$ cat config.mk
export PLATFORM = sky130hd
export DESIGN_NAME = mf3_median9
export DESIGN_NICKNAME = d
export VERILOG_FILES = /design/src/hw/rtl/mf3_pkg.sv /design/src/hw/rtl/mf3_median9.sv
export SDC_FILE = /design/constraint.sdc
export NUM_CORES = 1
export LEC_CHECK = 0
export ABC_AREA = 1
export BUFFER_PORTS_ARGS = -buffer_cell sky130_fd_sc_hd__buf_4
export CAP_MARGIN = 20
export CELL_PAD_IN_SITES_DETAIL_PLACEMENT = 1
export CELL_PAD_IN_SITES_GLOBAL_PLACEMENT = 2
export CORE_AREA = 10 10 161 163
export DETAILED_ROUTE_END_ITERATION = 6
export DIE_AREA = 0 0 171 173
export PLACE_DENSITY = 0.79
export REMOVE_ABC_BUFFERS = 1
export SLEW_MARGIN = 25
export SYNTH_ARGS = -nofsm -noshare
export SYNTH_HDL_FRONTEND = slang
export SYNTH_SLANG_ARGS = --single-unit
$ cat constraint.sdc
create_clock -name vclk -period 14.9
set_input_delay 1.49 -clock vclk [all_inputs]
set_output_delay 1.49 -clock vclk [all_outputs]
set_load 0.02 [all_outputs]
$ cat src/hw/rtl/mf3_pkg.sv
// ----------------------------------------------------------------------------
// mf3_pkg
// types and constants shared by the 3x3 median filter modules
// ----------------------------------------------------------------------------
package mf3_pkg;

    localparam int PIX_W      = 8;
    localparam int ROW_W      = 16;
    localparam int OUT_COL_W  = 10;
    localparam int M_DATA_W   = 40;
    localparam int S_DATA_W   = 8;
    localparam int CFG_DATA_W = 16;
    localparam int CFG_IDX_W  = 1;
    localparam int WIDTH_W    = 11;
    localparam int SLOTS      = 3;
    localparam int WIN_TAPS   = 6;
    localparam int NB_TAPS    = 9;

    localparam logic [CFG_IDX_W-1:0] REG_IMAGE_WIDTH  = 1'b0;
    localparam logic [CFG_IDX_W-1:0] REG_IMAGE_HEIGHT = 1'b1;

    localparam logic [WIDTH_W-1:0] WIDTH_RESET  = 11'd1024;
    localparam logic [ROW_W-1:0]   HEIGHT_RESET = 16'd1024;

    typedef logic [PIX_W-1:0] pixel_t;

    typedef struct packed {
        logic                 frame_end;
        logic [OUT_COL_W-1:0] col;
        logic [ROW_W-1:0]     row;
        pixel_t               pix;
    } result_t;

    typedef struct packed {
        logic diag_valid;   // result for (r-1,c-1)
        logic interior;     // that result is a true median
        logic above_valid;  // last column of the row above
        logic last_row;
        logic last_col;
    } flags_t;

endpackage

$ cat src/hw/rtl/mf3_median9.sv
// ----------------------------------------------------------------------------
// mf3_median9
// nine-input median network: row sorts, then median of the extremes
// ----------------------------------------------------------------------------
module mf3_median9 (
    input  mf3_pkg::pixel_t nb [mf3_pkg::NB_TAPS],
    output mf3_pkg::pixel_t median
);

    function automatic mf3_pkg::pixel_t min2(mf3_pkg::pixel_t a, mf3_pkg::pixel_t b);
        return (a < b) ? a : b;
    endfunction

    function automatic mf3_pkg::pixel_t max2(mf3_pkg::pixel_t a, mf3_pkg::pixel_t b);
        return (a < b) ? b : a;
    endfunction

    function automatic mf3_pkg::pixel_t med3(mf3_pkg::pixel_t a, mf3_pkg::pixel_t b,
                                             mf3_pkg::pixel_t c);
        return max2(min2(a, b), min2(max2(a, b), c));
    endfunction

    mf3_pkg::pixel_t lo [3];
    mf3_pkg::pixel_t md [3];
    mf3_pkg::pixel_t hi [3];

    always_comb begin
        for (int k = 0; k < 3; k++) begin
            lo[k] = min2(min2(nb[3*k], nb[3*k+1]), nb[3*k+2]);
            hi[k] = max2(max2(nb[3*k], nb[3*k+1]), nb[3*k+2]);
            md[k] = med3(nb[3*k], nb[3*k+1], nb[3*k+2]);
        end
        median = med3(max2(max2(lo[0], lo[1]), lo[2]),
                      med3(md[0], md[1], md[2]),
                      min2(min2(hi[0], hi[1]), hi[2]));
    end

endmodule

==> metrics <==
first-pass GRT wire length=37400 µm; cell row count=55; fraction of layout cells with a size suffix above 1=14.6%; storage element area=0 µm²; Avg Cell Area, Syn=5.43 µm²; I/O Pins=80; die area=0.0296 mm²; Synth area leaders=ha_1 29%, nand2_1 22%, o21ai_0 14%; Mapped Cells=1152; Total GRT Usage=14.7%; Mapped Area=0.00625 mm²; hold_buf cts=0; required time worst endpoint=13410 ps; Routed WL=23300 µm; Worst EP arrival=12640 ps; commonest non-fill, non-tap cells in the layout=374 x nand2_1, 146 x ha_1, 138 x inv_1; Slew @ Worst Pin=959 ps; status=finished clean; per-cell routed wire length=15.2 µm; hold depth=10; post-route cell area=0.00758 mm²; Vias=7566; Core Region=0.0226 mm²; Worst Setup Path Type=in -> out; Vias/cell=4.94; initial antenna violation count=0; fmax=0.0708 GHz; number of sequential cells=0; DRC Markers=0; # clk buffers=0; CP endpoint kind=output pin; Fillers=3090; startpoint types=input pin; die height=173 µm; n_diodes=0; die width=171 µm; Rel. slew slack=35.8%; Cell Area, Placed=0.00723 mm²; CP most frequent cell=nand2_1; Final min period=14130 ps; final setup vio count=0; Layout area overhead=21.3%; Final Hold Vio Count=0; leading cell type in the layout, fill and taps excluded=nand2_1; Final Max Tran Viols=0; slowest CP cell=a211oi_2; max-cap check violation count=0; Routed Antenna Nets=0; Hold Crit Class=in -> out; Unique masters post-synth=26; Buffers on Ports=80; RD Place Congestion=0.832; part of the cycle the worst path needs=94.8%; maximum number of pins on one net before global-route repair=32; cell taking the most area after synthesis=ha_1; vias in the first global route=7417; Util after Layout=33.6%; final hold slack=3980 ps; Initial Utilization=27.7%; crit path max fanout=19; remaining global-route overflow=0; sequential area share after synthesis=0%; post-DP HPWL=20300 µm; First DRT Iteration DRCs=320; yosys warns=0; Initial DRT Pass Iterations=4; Layout Nets=1468; slowest cell delay on critical path=370 ps; Synth top area share=29.2%
worst max-delay path: cells and delay by family:
family                   cells  cell delay (ps)
AO/OA/AOI/OAI               18             3630
AND/OR/NAND/NOR             34             3340
adder cells (fa/ha/maj)      9             2640
buffers and inverters       11             1520
final timing paths:
check	start	to	slack, ps
setup / recovery	nb[57]	median[7]	770
hold / removal	nb[1]	median[1]	3980
layer usage:
layer	share of wire, %	track usage, %	wire (µm)	up-vias
li1	-	-	-	4039
met1	50	20.6	11700	3457
met2	47	25.1	11000	62
met3	1.7	0.569	405	8
met4	0.89	1.38	206	0
met5	0	0	0	-
cells in the mapped netlist, types with 5 or more instances:
library cell	count
nand2_1	373
o21ai_0	177
ha_1	146
inv_1	140
a21oi_1	83
nor2_1	70
nand3_1	52
clkbuf_1	26
nand2_2	21
a211oi_1	14
nand4_1	8
o211ai_1	8
o21ai_1	6
buf_2	5
final cells by class:
| type | instances | area (µm²) | area share [%] |
|---|---|---|---|
| well taps | 285 | 357 | 4.70 |
| multi-input cells | 981 | 5740 | 75.7 |
| repair buffers | 122 | 923 | 12.2 |
| repair inverters | 2 | 15.0 | 0.198 |
| inverters | 143 | 544 | 7.18 |
cell families after synthesis:
group / count (synthesis) / synth area share (%)
compound gates: 293 / 24.6
fa+ha+maj: 146 / 29.2
buf+inv: 178 / 11.1
simple gates: 535 / 35.1
what timing repair did:
item                       4_1_cts  5_1_grt
setup buffers                    0       16
pin swaps                        2       12
gates cloned                     2        8
setup endpoints to repair        8        8
resized for setup               24       67
per-stage QoR:
step                instances  setup TNS (ps)  worst slack (ps)
finish                   1533               0               769
global route             1533           -1060              -151
CTS                      1507               0              49.5
detailed placement       1505           -4340              -559
global placement         1505           -1660              -210
floorplan                1117               0               506
Power is left out: the tool's default activity adds up to more than one toggle a clock period on the data nets, which glitch-free logic cannot reach.
