`src/hw/rtl/mf3_pkg.sv`:
```
// ----------------------------------------------------------------------------
// mf3_pkg
// types and constants shared by the 3x3 median filter modules
// ----------------------------------------------------------------------------
package mf3_pkg;

    localparam int PIX_W      = 8;
    localparam int ROW_W      = 16;
    localparam int OUT_COL_W  = 10;
    localparam int M_DATA_W   = 40;
    localparam int S_DATA_W   = 8;
    localparam int CFG_DATA_W = 16;
    localparam int CFG_IDX_W  = 1;
    localparam int WIDTH_W    = 11;
    localparam int SLOTS      = 3;
    localparam int WIN_TAPS   = 6;
    localparam int NB_TAPS    = 9;

    localparam logic [CFG_IDX_W-1:0] REG_IMAGE_WIDTH  = 1'b0;
    localparam logic [CFG_IDX_W-1:0] REG_IMAGE_HEIGHT = 1'b1;

    localparam logic [WIDTH_W-1:0] WIDTH_RESET  = 11'd1024;
    localparam logic [ROW_W-1:0]   HEIGHT_RESET = 16'd1024;

    typedef logic [PIX_W-1:0] pixel_t;

    typedef struct packed {
        logic                 frame_end;
        logic [OUT_COL_W-1:0] col;
        logic [ROW_W-1:0]     row;
        pixel_t               pix;
    } result_t;

    typedef struct packed {
        logic diag_valid;   // result for (r-1,c-1)
        logic interior;     // that result is a true median
        logic above_valid;  // last column of the row above
        logic last_row;
        logic last_col;
    } flags_t;

endpackage

```
`src/hw/rtl/mf3_emit.sv`:
```
// ----------------------------------------------------------------------------
// mf3_emit
// output register with three result slots, drained one word per handshake
// ----------------------------------------------------------------------------
module mf3_emit (
    input  logic                           aclk,
    input  logic                           aresetn,
    input  logic                           load_en,
    input  logic [mf3_pkg::SLOTS-1:0]      load_mask,
    input  mf3_pkg::result_t               load_slots [mf3_pkg::SLOTS],
    output logic                           free,
    output logic                           m_tvalid,
    input  logic                           m_tready,
    output logic [mf3_pkg::M_DATA_W-1:0]   m_tdata,   // pixel_out, out_row, out_col
    output logic                           m_tlast    // frame_end
);

    logic [mf3_pkg::SLOTS-1:0] mask_reg, mask_next, mask_after;
    mf3_pkg::result_t          slot_reg [mf3_pkg::SLOTS];
    mf3_pkg::result_t          head;

    assign m_tvalid   = |mask_reg;
    assign mask_after = (m_tvalid && m_tready) ? (mask_reg & (mask_reg - 1'b1)) : mask_reg;
    assign free       = (mask_after == '0);

    always_comb begin
        mask_next = mask_after;
        if (load_en) begin
            mask_next = load_mask;
        end
    end

    always_comb begin
        head = slot_reg[mf3_pkg::SLOTS-1];
        for (int k = mf3_pkg::SLOTS - 1; k >= 0; k--) begin
            if (mask_reg[k]) begin
                head = slot_reg[k];
            end
        end
    end

    assign m_tdata = {(mf3_pkg::M_DATA_W - mf3_pkg::OUT_COL_W - mf3_pkg::ROW_W
                       - mf3_pkg::PIX_W)'(0), head.col, head.row, head.pix};
    assign m_tlast = head.frame_end;

    always_ff @(posedge aclk) begin
        if (!aresetn) begin
            mask_reg <= '0;
        end else begin
            mask_reg <= mask_next;
        end
    end

    always_ff @(posedge aclk) begin
        if (load_en) begin
            slot_reg <= load_slots;
        end
    end

endmodule

```
`config.mk`:
```
export PLATFORM = sky130hd
export DESIGN_NAME = mf3_emit
export DESIGN_NICKNAME = d
export VERILOG_FILES = /design/src/hw/rtl/mf3_pkg.sv /design/src/hw/rtl/mf3_emit.sv
export SDC_FILE = /design/constraint.sdc
export NUM_CORES = 1
export LEC_CHECK = 0
export BUFFER_PORTS_ARGS = -buffer_cell sky130_fd_sc_hd__buf_2
export CAP_MARGIN = 20
export CORE_MARGIN = 3
export CORE_UTILIZATION = 45
export CTS_CLUSTER_SIZE = 40
export DETAILED_ROUTE_END_ITERATION = 6
export GPL_TIMING_DRIVEN = 1
export PLACE_DENSITY = 0.79
export SYNTH_ARGS = -nofsm -noshare
export SYNTH_HDL_FRONTEND = slang
export SYNTH_SLANG_ARGS = --single-unit
```
`constraint.sdc`:
```
create_clock -name aclk -period 2.6 [get_ports aclk]
set_clock_uncertainty 0.05 [all_clocks]
set_input_delay 0.26 -clock aclk [delete_from_list [all_inputs] [get_ports aclk]]
set_output_delay 0.26 -clock aclk [all_outputs]
set_load 0.01 [all_outputs]
```
==> results.txt, run 1 <==
----------------------------------------------------
[Status]
  Status ... finished clean

[Place]
  HPWL after DPL ... 5.50 mm
  Final Wtd Congestion ... 0.699
  Port Buffer Count ... 148
  Minimum setup slack after placement ... 0.946 ns

[Timing]
  Unrepaired setup endpoints after global routing ... no
  Number of hold violations in the final report ... 0
  Setup total negative slack ... 0 ns
  Hold slack final ... 0.0239 ns
  Time the worst path needs with I/O delays and setup ... 2.07 ns
  Post-route clock period utilization ... 79.6%
  Maximum clock frequency ... 483 MHz
  Number of max-slew violations in the final report ... 0
  Final setup margin ... 0.530 ns
  Final Setup Violations ... 0

[Floorplanning]
  Initial Util ... 46.8%
  Row count ... 34
  I/O pin total ... 155
  Die boundary width ... 102 um
  Placeable core region ... 8810 um^2
  Die area ... 10300 um^2
  Vertical die dimension ... 102 um

[Setup path]
  Largest stage delay, worst path ... 0.57 ns
  Worst path cell trace ... buf_12, mux2i_1, o21ai_0, buf_2
  FF-to-FF Start ... mask_reg[1]$_SDFF_PN0_
  Data arrival time of the worst path ... 1.76 ns
  Kind of critical path ... reg -> out
  Cell family with most CP delay ... flip-flops
  Largest fanout of any net on the critical path ... 29
  CP Data Required Time ... 2.29 ns
  Buffers & Inverters on Critical Path ... 2
  Worst setup EP type ... primary output
  Worst path slowest cell ... dfxtp_2
  Start point of the critical path ... mask_reg[1]$_SDFF_PN0_
  Setup crit start kind ... flop

[Yosys]
  Synth Register Bits ... 108
  Leading register cell type out of synthesis ... edfxtp_1
  Synth unique cells ... 23
  Mapped cell area ... 4120 um^2
  Sequential area share after synthesis ... 78.0%
  Largest cells by area after synthesis ... edfxtp_1, mux2i_1, nand2_1
  Average cell area after synthesis ... 16.8 um^2
  Share of synthesized flip-flops with an asynchronous set or reset ... 0%
  Cell count after synthesis ... 246
  Post-synth EDFFs ... 105
  Post-synthesis cell type with the largest combined area ... edfxtp_1
  Yosys warning total ... 0
  Share of Yosys cell area claimed by the top area cell type ... 76.5%

[Clocking]
  Level count of the clock H-tree ... 3
  CTS sink cnt ... 108
  Reg clk slew, reported paths ... 0.10 ns
  Worst-case clock buffer depth ... 2
  Clock tree from TritonCTS ... built
  Clock insertion delay at the later pin of the skew report ... 0.36 ns
  Number of gates given a new drive strength after cts ... 0
  TritonCTS Buffers ... 9
  Cell chosen for the clock root ... clkbuf_8

[Drt]
  Routed Antenna Nets ... 0
  Routed vias ... 2820
  Wire per inst ... 15.8 um
  DR DRC count ... 0
  Total wire length after detailed routing ... 9.36 mm
  Iteration-0 DRC Markers ... 126
  Via density per instance ... 4.76
  Detailed-router iteration count before antenna repair ... 6

[Power and ir drop]
  Power density over the cells ... 591 nW/um^2
  Leakage power of the design ... 2.35 nW
  Portion of total power attributed to combinational logic ... 12.8%
  Switching share of power ... 24.0%
  Peak supply drop ... 0.000292 V
  Power share of the clock group ... 27.5%
  Power spent charging and discharging nets ... 0.000845 W
  Cell Int Power ... 0.00268 W
  Sequential cell fraction of total power ... 59.7%

[Min path]
  Worst hold path type ... in -> reg
  Hold path start ... load_slots[14]

[Global route]
  GRT Residual Overflow ... 0
  Vias in the first global route ... 2944
  GRT met3 Usage ... 6.47%
  GR Util All Layers ... 18.5%
  Number of antenna violations at the first check in global routing ... 0
  Pin count of the biggest net entering global routing ... 54
  First-pass GRT wire length ... 14.2 mm
  GR met2 Demand/Resource ... 34.9%
  GRT Max-Usage Layer ... met2
  Met1 usage ... 19.1%

[Finish]
  Number of antenna cells inserted ... 0
  Post-layout util ... 67.7%
  Layout cells sized above 1 ... 35.3%
  Number of flip-flops under the largest register name ... 105
  Final net count ... 592
  Synthesis-to-layout area growth ... 44.6%

[Run]
  Count of maximum capacitance violations ... 0

----------------------------------------------------
timing repair:
item                                   4_1_cts  5_1_grt
endpoints found under the hold margin       70       14
buffers inserted                             0        0
hold buffers                                70       14
final timing paths:
kind	cells after the start	slack, ns	to
worst max-delay path	4	0.53	m_tdata[33]
worst min-delay path	1	0.02	slot_reg[14]$_DFFE_PP_
worst max register to register	3	1.31	mask_reg[1]$_SDFF_PN0_
worst min register to register	2	0.68	mask_reg[2]$_SDFF_PN0_
cells by family (layout without fill, tap and decap cells):
family,count (synthesis),count (layout),synth area share (%)
flip-flops,108,108,78.0
AND/OR/NAND/NOR,41,41,4.10
adder cells (fa/ha/maj),1,1,0.243
other,1,6,0.0910
AO/OA/AOI/OAI,39,39,4.95
multiplexers,36,36,8.77
buffers and inverters,20,254,3.89
stage by stage:
stage | area (um^2) | instances | power, W
after detailed placement | 4930 | 493 | 0.00249
final | 5960 | 593 | 0.00352
after global placement | 4930 | 493 | 0.00247
after floorplan | 4140 | 251 | 0.00229
after CTS | 5820 | 579 | 0.00354
after global routing | 5960 | 593 | 0.00368
power groups by stage:
stage	clock network (W)	registers, W	logic (W)
floorplan	0	0.00212	0.000164
global placement	0	0.00213	0.000338
detailed placement	0	0.00214	0.000345
CTS	0.00101	0.00210	0.000428
global route	0.00107	0.00211	0.000497
finish	0.000969	0.00210	0.000452
routing by layer:
layer / share of wire, % / vias to the layer above
li1: - / 1373
met1: 36 / 1327
met2: 56 / 111
met3: 6.9 / 9
met4: 1.2 / 0
met5: 0 / -
Yosys cell counts (2+ instances only):
cell type / number
edfxtp_1: 105
nand2_1: 36
mux2i_1: 35
o21ai_0: 27
o21ai_1: 8
clkbuf_1: 7
buf_4: 6
buf_6: 4
dfxtp_1: 3
buf_12: 2
cells in the final DEF, fill, tap and decap left out, types with 2 or more instances in the layout:
cell type      count
buf_12             2
buf_2            147
buf_4              4
clkbuf_8           9
conb_1             6
dfxtp_2            2
dlygate4sd3_1     84
edfxtp_1         105
inv_6              2
inv_8              2
mux2i_1           35
nand2_1           36
o21ai_0           27
o21ai_1            8
final cells by class:
class | instances | area (um^2)
clock buffers | 9 | 124
clock inverters | 7 | 68.8
fillers | 614 | 2850
inverters | 1 | 3.75
multi-input cells | 123 | 767
flip-flops and latches | 108 | 3220
well taps | 108 | 135
repair buffers | 237 | 1650
Power figures use the tool's default switching activity.
==> run 2, diff against run 1 <==
==> constraint.sdc (replaced) <==
create_clock -name aclk -period 2 [get_ports aclk]
set_clock_uncertainty 0.05 [all_clocks]
set_input_delay 0.2 -clock aclk [delete_from_list [all_inputs] [get_ports aclk]]
set_output_delay 0.2 -clock aclk [all_outputs]
set_load 0.01 [all_outputs]
==> results.txt, run 2 <==
----------------------------------------------------
[Yosys]
  Sequential area share after synthesis ... 78.0% (unchanged)
  Synth unique cells ... 23 (unchanged)
  Post-synthesis cell type with the largest combined area ... edfxtp_1
  Leading register cell type out of synthesis ... edfxtp_1
  Mapped cell area ... 4120 um^2 (unchanged)
  Share of Yosys cell area claimed by the top area cell type ... 76.5% (unchanged)
  Synth Register Bits ... 108 (unchanged)
  Largest cells by area after synthesis ... edfxtp_1, mux2i_1, nand2_1
  Yosys warning total ... 0 (unchanged)
  Cell count after synthesis ... 246 (unchanged)
  Ranking of synthesized cells by instance count ... edfxtp_1, nand2_1, mux2i_1, o21ai_0, o21ai_1
  Average cell area after synthesis ... 16.8 um^2 (unchanged)
  Share of synthesized flip-flops with an asynchronous set or reset ... 0% (unchanged)
  Post-synth EDFFs ... 105 (unchanged)
  Most numerous cell in the Yosys netlist ... edfxtp_1

[Floorplanning]
  Vertical die dimension ... 102 um (unchanged)
  Row count ... 34 (unchanged)
  Die boundary width ... 102 um (unchanged)
  Initial Util ... 46.8% (unchanged)
  I/O pin total ... 155 (unchanged)

[Place]
  HPWL after DPL ... 5.52 mm (+0.40%)
  Port Buffer Count ... 148 (unchanged)
  Final Wtd Congestion ... 0.704 (+0.73%)

[Clocking]
  Cell chosen for the clock root ... clkbuf_8
  Hold-fix buffer count after cts ... 103 (+47%)
  Post-CTS Repair Setup Buffers ... 0 (unchanged)
  TritonCTS Buffers ... 9 (unchanged)
  CTS sink cnt ... 108 (unchanged)
  Level count of the clock H-tree ... 3 (unchanged)
  Number of gates given a new drive strength after cts ... 0 (unchanged)
  Worst-case clock buffer depth ... 2 (unchanged)

[Status]
  Run Error ... [ERROR RSZ-0060] Max buffer count reached.
  Status ... aborted with a tool error
  Stopped at ... clock tree synthesis

----------------------------------------------------
==> run 2: kinds of logic after synthesis <==
logic type,synth area share [%]
AO/OA/AOI/OAI,4.95
adder cells (fa/ha/maj),0.243
flip-flops,78.0
buffers and inverters,3.89
multiplexers,8.77
other,0.0910
AND/OR/NAND/NOR,4.10
==> run 2: per-stage QoR <==
stage	setup WS (ns)	cell area, um^2	hold WS (ns)	util, %	cells
2_1_floorplan	0.770	4140	0.249	-	251
3_5_place_dp	0.493	4960	0.328	56.3	494
3_3_place_gp	0.518	4960	0.326	56.3	494
==> run 3, diff against run 2 <==
--- a/config.mk
+++ b/config.mk
@@ -8,11 +8,10 @@
 export BUFFER_PORTS_ARGS = -buffer_cell sky130_fd_sc_hd__buf_2
 export CAP_MARGIN = 20
 export CORE_MARGIN = 3
-export CORE_UTILIZATION = 45
-export CTS_CLUSTER_SIZE = 40
+export CORE_UTILIZATION = 30
 export DETAILED_ROUTE_END_ITERATION = 6
 export GPL_TIMING_DRIVEN = 1
-export PLACE_DENSITY = 0.79
+export PLACE_DENSITY_LB_ADDON = 0.15
 export SYNTH_ARGS = -nofsm -noshare
 export SYNTH_HDL_FRONTEND = slang
 export SYNTH_SLANG_ARGS = --single-unit
==> results.txt, run 3 (synthesis results as in run 1) <==
----------------------------------------------------
[Status]
  Status ... finished clean

[Power and ir drop]
  Portion of total power attributed to combinational logic ... 12.5%
  Sequential cell fraction of total power ... 55.4%
  Switching share of power ... 21.9%
  Power share of the clock group ... 32.1%
  Design Power ... 0.00493 W
  Cell Int Power ... 0.00386 W
  Power spent charging and discharging nets ... 0.00108 W
  Power density over the cells ... 774 nW/um^2
  Peak supply drop ... 0.000544 V
  Leakage power of the design ... 2.49 nW

[Clocking]
  Worst-case clock buffer depth ... 2 (unchanged)
  Reg clk slew, reported paths ... 0.07 ns
  TritonCTS Buffers ... 9 (unchanged)
  Clock tree from TritonCTS ... built
  CTS sink cnt ... 108 (unchanged)
  Clock insertion delay at the later pin of the skew report ... 0.34 ns
  Level count of the clock H-tree ... 3 (unchanged)
  Post-CTS Repair Setup Buffers ... 0 (unchanged)
  Cell chosen for the clock root ... clkbuf_16

[Setup path]
  Cell family with most CP delay ... flip-flops
  Worst reg2reg path depth ... 4
  Kind of critical path ... reg -> out
  CP Data Required Time ... 1.75 ns
  FF-to-FF Start ... mask_reg[0]$_SDFF_PN0_
  Largest stage delay, worst path ... 0.57 ns
  Worst path slowest cell ... dfxtp_2
  Worst R2R Setup Slack ... 0.72 ns
  FF-to-FF End ... mask_reg[0]$_SDFF_PN0_
  Worst path cell trace ... buf_12, mux2i_1, o21ai_0, buf_2
  Worst setup EP type ... primary output
  Data arrival time of the worst path ... 1.60 ns
  Largest fanout of any net on the critical path ... 17
  Buffers & Inverters on Critical Path ... 2
  Setup crit start kind ... flop

[Timing]
  Number of max-slew violations in the final report ... 0
  Final Setup Violations ... 0
  Number of hold violations in the final report ... 0
  Time the worst path needs with I/O delays and setup ... 1.85 ns
  Setup total negative slack ... 0 ns
  Unrepaired setup endpoints after global routing ... no
  Maximum clock frequency ... 541 MHz
  Final setup margin ... 0.152 ns
  Post-route clock period utilization ... 92.4%

[Floorplanning]
  Die area ... 15200 um^2
  Row count ... 42 (+24%)
  Initial Util ... 30.9% (-16 points)
  I/O pin total ... 155 (unchanged)
  Die boundary width ... 123 um (+21%)
  Vertical die dimension ... 123 um (+21%)
  Placeable core region ... 13300 um^2

[Finish]
  Synthesis-to-layout area growth ... 54.7%
  Fillcell total ... 1224
  Layout cells sized above 1 ... 33.7%
  Most common cell after layout, fill and taps aside ... buf_2
  Number of antenna cells inserted ... 0
  Final net count ... 615
  Multi-input combinational cell area ... 767 um^2
  Post-layout util ... 47.8%
  Most frequent cells in the layout ... buf_2, dlygate4sd3_1, edfxtp_1
  Register area ... 3220 um^2
  Number of flip-flops under the largest register name ... 105

[Global route]
  Met1 usage ... 14.1%
  GR met2 Demand/Resource ... 22.5%
  Vias in the first global route ... 2901
  First-pass GRT wire length ... 14.4 mm
  Pin count of the biggest net entering global routing ... 38
  GR Util All Layers ... 12.8%
  Number of antenna violations at the first check in global routing ... 0
  GRT Residual Overflow ... 0
  GRT met3 Usage ... 5.31%
  GRT Max-Usage Layer ... met2

[Min path]
  Hold path start ... load_mask[1]
  End point of the worst hold path ... mask_reg[1]$_SDFF_PN0_
  Cell depth of the worst hold path ... 3
  Worst hold path type ... in -> reg

[Run]
  Count of maximum capacitance violations ... 0

[Drt]
  Routed vias ... 2829
  Via density per instance ... 4.14
  DR DRC count ... 0
  Wire per inst ... 13.7 um
  Iteration-0 DRC Markers ... 172
  Total wire length after detailed routing ... 9.38 mm
  Routed Antenna Nets ... 0
  Detailed-router iteration count before antenna repair ... 4

[Place]
  HPWL after DPL ... 6.10 mm (+11%)
  Minimum setup slack after placement ... 0.443 ns (-0.0499 ns)
  Port Buffer Count ... 148 (unchanged)
  Final Wtd Congestion ... 0.685 (-2.6%)

----------------------------------------------------
[run 3: how the worst max path moves through the flow]
stage,from,end,cells after the start
floorplan,mask_reg[1]$_SDFF_PN0_,m_tdata[25],5
global placement,mask_reg[0]$_SDFF_PN0_,m_tdata[28],4
detailed placement,mask_reg[0]$_SDFF_PN0_,m_tdata[20],4
CTS,mask_reg[0]$_SDFF_PN0_,m_tdata[20],4
global route,mask_reg[1]$_SDFF_PN0_,m_tdata[1],4
finish,mask_reg[1]$_SDFF_PN0_,m_tdata[13],4
[run 3: power by group through the flow]
| stage | logic (W) | registers, W | clock network, W |
|---|---|---|---|
| 6_report | 0.000617 | 0.00273 | 0.00158 |
| 5_1_grt | 0.000682 | 0.00275 | 0.00174 |
| 4_1_cts | 0.000628 | 0.00274 | 0.00165 |
| 3_5_place_dp | 0.000467 | 0.00279 | 0 |
| 3_3_place_gp | 0.000464 | 0.00278 | 0 |
| 2_1_floorplan | 0.000213 | 0.00276 | 0 |
[run 3: per-stage QoR]
step,hold WS (ns),std cells,instance area [um^2]
after global placement,0.326,563,5060
final,0.0484,684,6380
after global routing,0.0402,684,6380
after floorplan,0.249,251,4140
after CTS,0.0316,684,6370
after detailed placement,0.328,563,5060
[run 3: routing by layer]
| layer | part of all wire (%) | wire length, um | vias up |
|---|---|---|---|
| met5 | 0 | 0 | - |
| met4 | 1.3 | 121 | 0 |
| met3 | 7.0 | 660 | 8 |
| met2 | 52 | 4860 | 92 |
| met1 | 40 | 3750 | 1309 |
| li1 | - | - | 1420 |
[run 3: area by class of cell]
class / instances / area share (%)
well taps: 176 / 3.45
clock inverters: 7 / 0.530
clock buffers: 9 / 3.53
multi-input cells: 123 / 12.0
repair buffers: 260 / 29.9
flip-flops and latches: 108 / 50.5
inverters: 1 / 0.0589
[run 3: what timing repair did]
action,4_1_cts,5_1_grt
resized for setup,0,1
hold buffers,105,0
setup endpoints to repair,0,18
endpoints found under the hold margin,105,0
[run 3: worst min-delay path, cell delays in order]
cell      delay [ns]
buf_2           0.10
nand2_1         0.06
a21boi_1        0.05
==> run 4, diff against run 3 <==
--- a/config.mk
+++ b/config.mk
@@ -5,7 +5,7 @@
 export SDC_FILE = /design/constraint.sdc
 export NUM_CORES = 1
 export LEC_CHECK = 0
-export BUFFER_PORTS_ARGS = -buffer_cell sky130_fd_sc_hd__buf_2
+export BUFFER_PORTS_ARGS = -buffer_cell sky130_fd_sc_hd__buf_4
 export CAP_MARGIN = 20
 export CORE_MARGIN = 3
 export CORE_UTILIZATION = 30
==> results.txt, run 4 (synthesis results as in run 1) <==
----------------------------------------------------
[Setup path]
  Largest fanout of any net on the critical path ... 19 (+2)
  CP Data Required Time ... 1.75 ns (about the same)
  Kind of critical path ... reg -> out
  Start point of the critical path ... mask_reg[1]$_SDFF_PN0_
  Setup crit start kind ... flop
  Worst setup EP type ... primary output
  Data arrival time of the worst path ... 1.55 ns (-0.05 ns)
  FF-to-FF Start ... mask_reg[0]$_SDFF_PN0_

[Floorplanning]
  Die area ... 15200 um^2 (unchanged)
  I/O pin total ... 155 (unchanged)
  Vertical die dimension ... 123 um (unchanged)
  Row count ... 42 (unchanged)
  Initial Util ... 30.9% (unchanged)
  Die boundary width ... 123 um (unchanged)
  Placeable core region ... 13300 um^2 (unchanged)

[Drt]
  DR DRC count ... 0 (unchanged)
  Wire per inst ... 14.0 um (+1.8%)
  Total wire length after detailed routing ... 9.54 mm (+1.7%)
  Iteration-0 DRC Markers ... 154 (-10%)
  Detailed-router iteration count before antenna repair ... 4 (unchanged)
  Via density per instance ... 4.21 (+1.8%)
  Routed Antenna Nets ... 0 (unchanged)
  Routed vias ... 2877 (+1.7%)

[Finish]
  Number of flip-flops under the largest register name ... 105 (unchanged)
  Final net count ... 614 (-0.16%)
  Most common cell after layout, fill and taps aside ... buf_4
  Layout cells sized above 1 ... 33.7% (+0.066 points)
  Final design area excluding fillers ... 6750 um^2 (+5.8%)
  Number of antenna cells inserted ... 0 (unchanged)
  Post-layout util ... 50.6% (+2.8 points)
  Most frequent cells in the layout ... buf_4, dlygate4sd3_1, edfxtp_1
  Synthesis-to-layout area growth ... 63.7%

[Power and ir drop]
  Power spent charging and discharging nets ... 0.00110 W (+2.1%)
  Sequential cell fraction of total power ... 52.4% (-3.0 points)
  Cell Int Power ... 0.00411 W (+6.5%)
  Portion of total power attributed to combinational logic ... 14.1% (+1.6 points)
  Power share of the clock group ... 33.5% (+1.4 points)
  Peak supply drop ... 0.000555 V (+2.0%)
  Leakage power of the design ... 2.61 nW (+4.8%)
  Switching share of power ... 21.2% (-0.71 points)
  Power density over the cells ... 772 nW/um^2 (-0.25%)

[Clocking]
  Level count of the clock H-tree ... 3 (unchanged)
  Clock tree from TritonCTS ... built
  TritonCTS Buffers ... 9 (unchanged)
  Post-CTS Repair Setup Buffers ... 0 (unchanged)
  Worst-case clock buffer depth ... 2 (unchanged)
  Cell chosen for the clock root ... clkbuf_16
  Clock insertion delay at the later pin of the skew report ... 0.34 ns (about the same)
  CTS sink cnt ... 108 (unchanged)
  Reg clk slew, reported paths ... 0.07 ns (about the same)

[Place]
  HPWL after DPL ... 6.12 mm (+0.30%)
  Minimum setup slack after placement ... 0.353 ns (-0.0896 ns)
  Port Buffer Count ... 148 (unchanged)
  Instance area at placement ... 5400 um^2 (+6.6%)
  Final Wtd Congestion ... 0.660 (-3.7%)

[Timing]
  Setup total negative slack ... 0 ns (unchanged)
  Number of max-slew violations in the final report ... 0 (unchanged)
  Hold slack final ... 0.0342 ns (-0.0143 ns)
  Final Setup Violations ... 0 (unchanged)
  Final setup margin ... 0.202 ns (+0.0494 ns)
  Number of hold violations in the final report ... 0 (unchanged)
  Unrepaired setup endpoints after global routing ... no
  Maximum clock frequency ... 556 MHz (+2.7%)
  Post-route clock period utilization ... 89.9% (-2.5 points)
  Time the worst path needs with I/O delays and setup ... 1.80 ns (-0.0494 ns)

[Global route]
  First-pass GRT wire length ... 14.7 mm (+2.1%)
  Vias in the first global route ... 3021 (+4.1%)
  Pin count of the biggest net entering global routing ... 59 (+55%)
  GR Util All Layers ... 13.1% (+0.31 points)
  Number of antenna violations at the first check in global routing ... 0 (unchanged)
  GRT Residual Overflow ... 0 (unchanged)

[Min path]
  Worst hold path type ... in -> reg
  Hold path start ... aresetn

[Run]
  Count of maximum capacitance violations ... 0 (unchanged)

[Status]
  Status ... finished clean

----------------------------------------------------
-- run 4: cell types whose count changed in the layout (fill, tap and decap cells not counted), sizes merged --
cell      change
clkbuf        +2
buf           -1
clkinvlp      +2
bufinv        +1
clkinv        -6
inv           +1
-- run 4: worst max-delay path, cell delays in order, from the launching register on --
cell	delay, ns
dfxtp_2	0.35
buf_4	0.32
mux2i_1	0.23
o21ai_0	0.11
buf_4	0.17
-- run 4: path summary, 6_finish.rpt --
| kind | endpoint | slack, ns | depth (start not counted) |
|---|---|---|---|
| min reg2reg | mask_reg[2]$_SDFF_PN0_ | 0.66 | 2 |
| min | mask_reg[0]$_SDFF_PN0_ | 0.03 | 2 |
| max reg2reg | mask_reg[0]$_SDFF_PN0_ | 0.70 | 4 |
| max | m_tdata[33] | 0.20 | 4 |
-- run 4: routing by layer --
| layer | wire length (um) | GRT usage (%) | up-vias |
|---|---|---|---|
| met5 | 0 | 0 | - |
| met4 | 167 | 5.95 | 0 |
| met1 | 3750 | 14.4 | 1347 |
| li1 | - | - | 1423 |
| met3 | 650 | 4.35 | 9 |
| met2 | 4980 | 22.9 | 98 |
-- run 4: stage by stage --
step | power, W | std cells
2_1_floorplan | 0.00297 | 251
3_3_place_gp | 0.00335 | 562
3_5_place_dp | 0.00336 | 562
4_1_cts | 0.00532 | 683
5_1_grt | 0.00547 | 683
6_report | 0.00521 | 683
-- run 4: repair_timing --
item	in CTS	in global routing
hold buffers	105	0
hold endpoints to repair	105	0
gates resized for setup	1	0
endpoints found under the setup margin	6	0
-- run 4: power groups by stage --
stage,registers (W),clock network [W],logic [W]
global route,0.00275,0.00192,0.000799
global placement,0.00278,0,0.000572
finish,0.00273,0.00175,0.000732
CTS,0.00273,0.00184,0.000745
detailed placement,0.00278,0,0.000577
floorplan,0.00276,0,0.000213
-- run 4: final cells by class --
type | count | area [um^2]
repair buffers | 259 | 2240
multi-input cells | 123 | 767
fillers | 1168 | 6600
well taps | 176 | 220
clock buffers | 11 | 233
clock inverters | 5 | 61.3
flip-flops and latches | 108 | 3220
inverters | 1 | 3.75
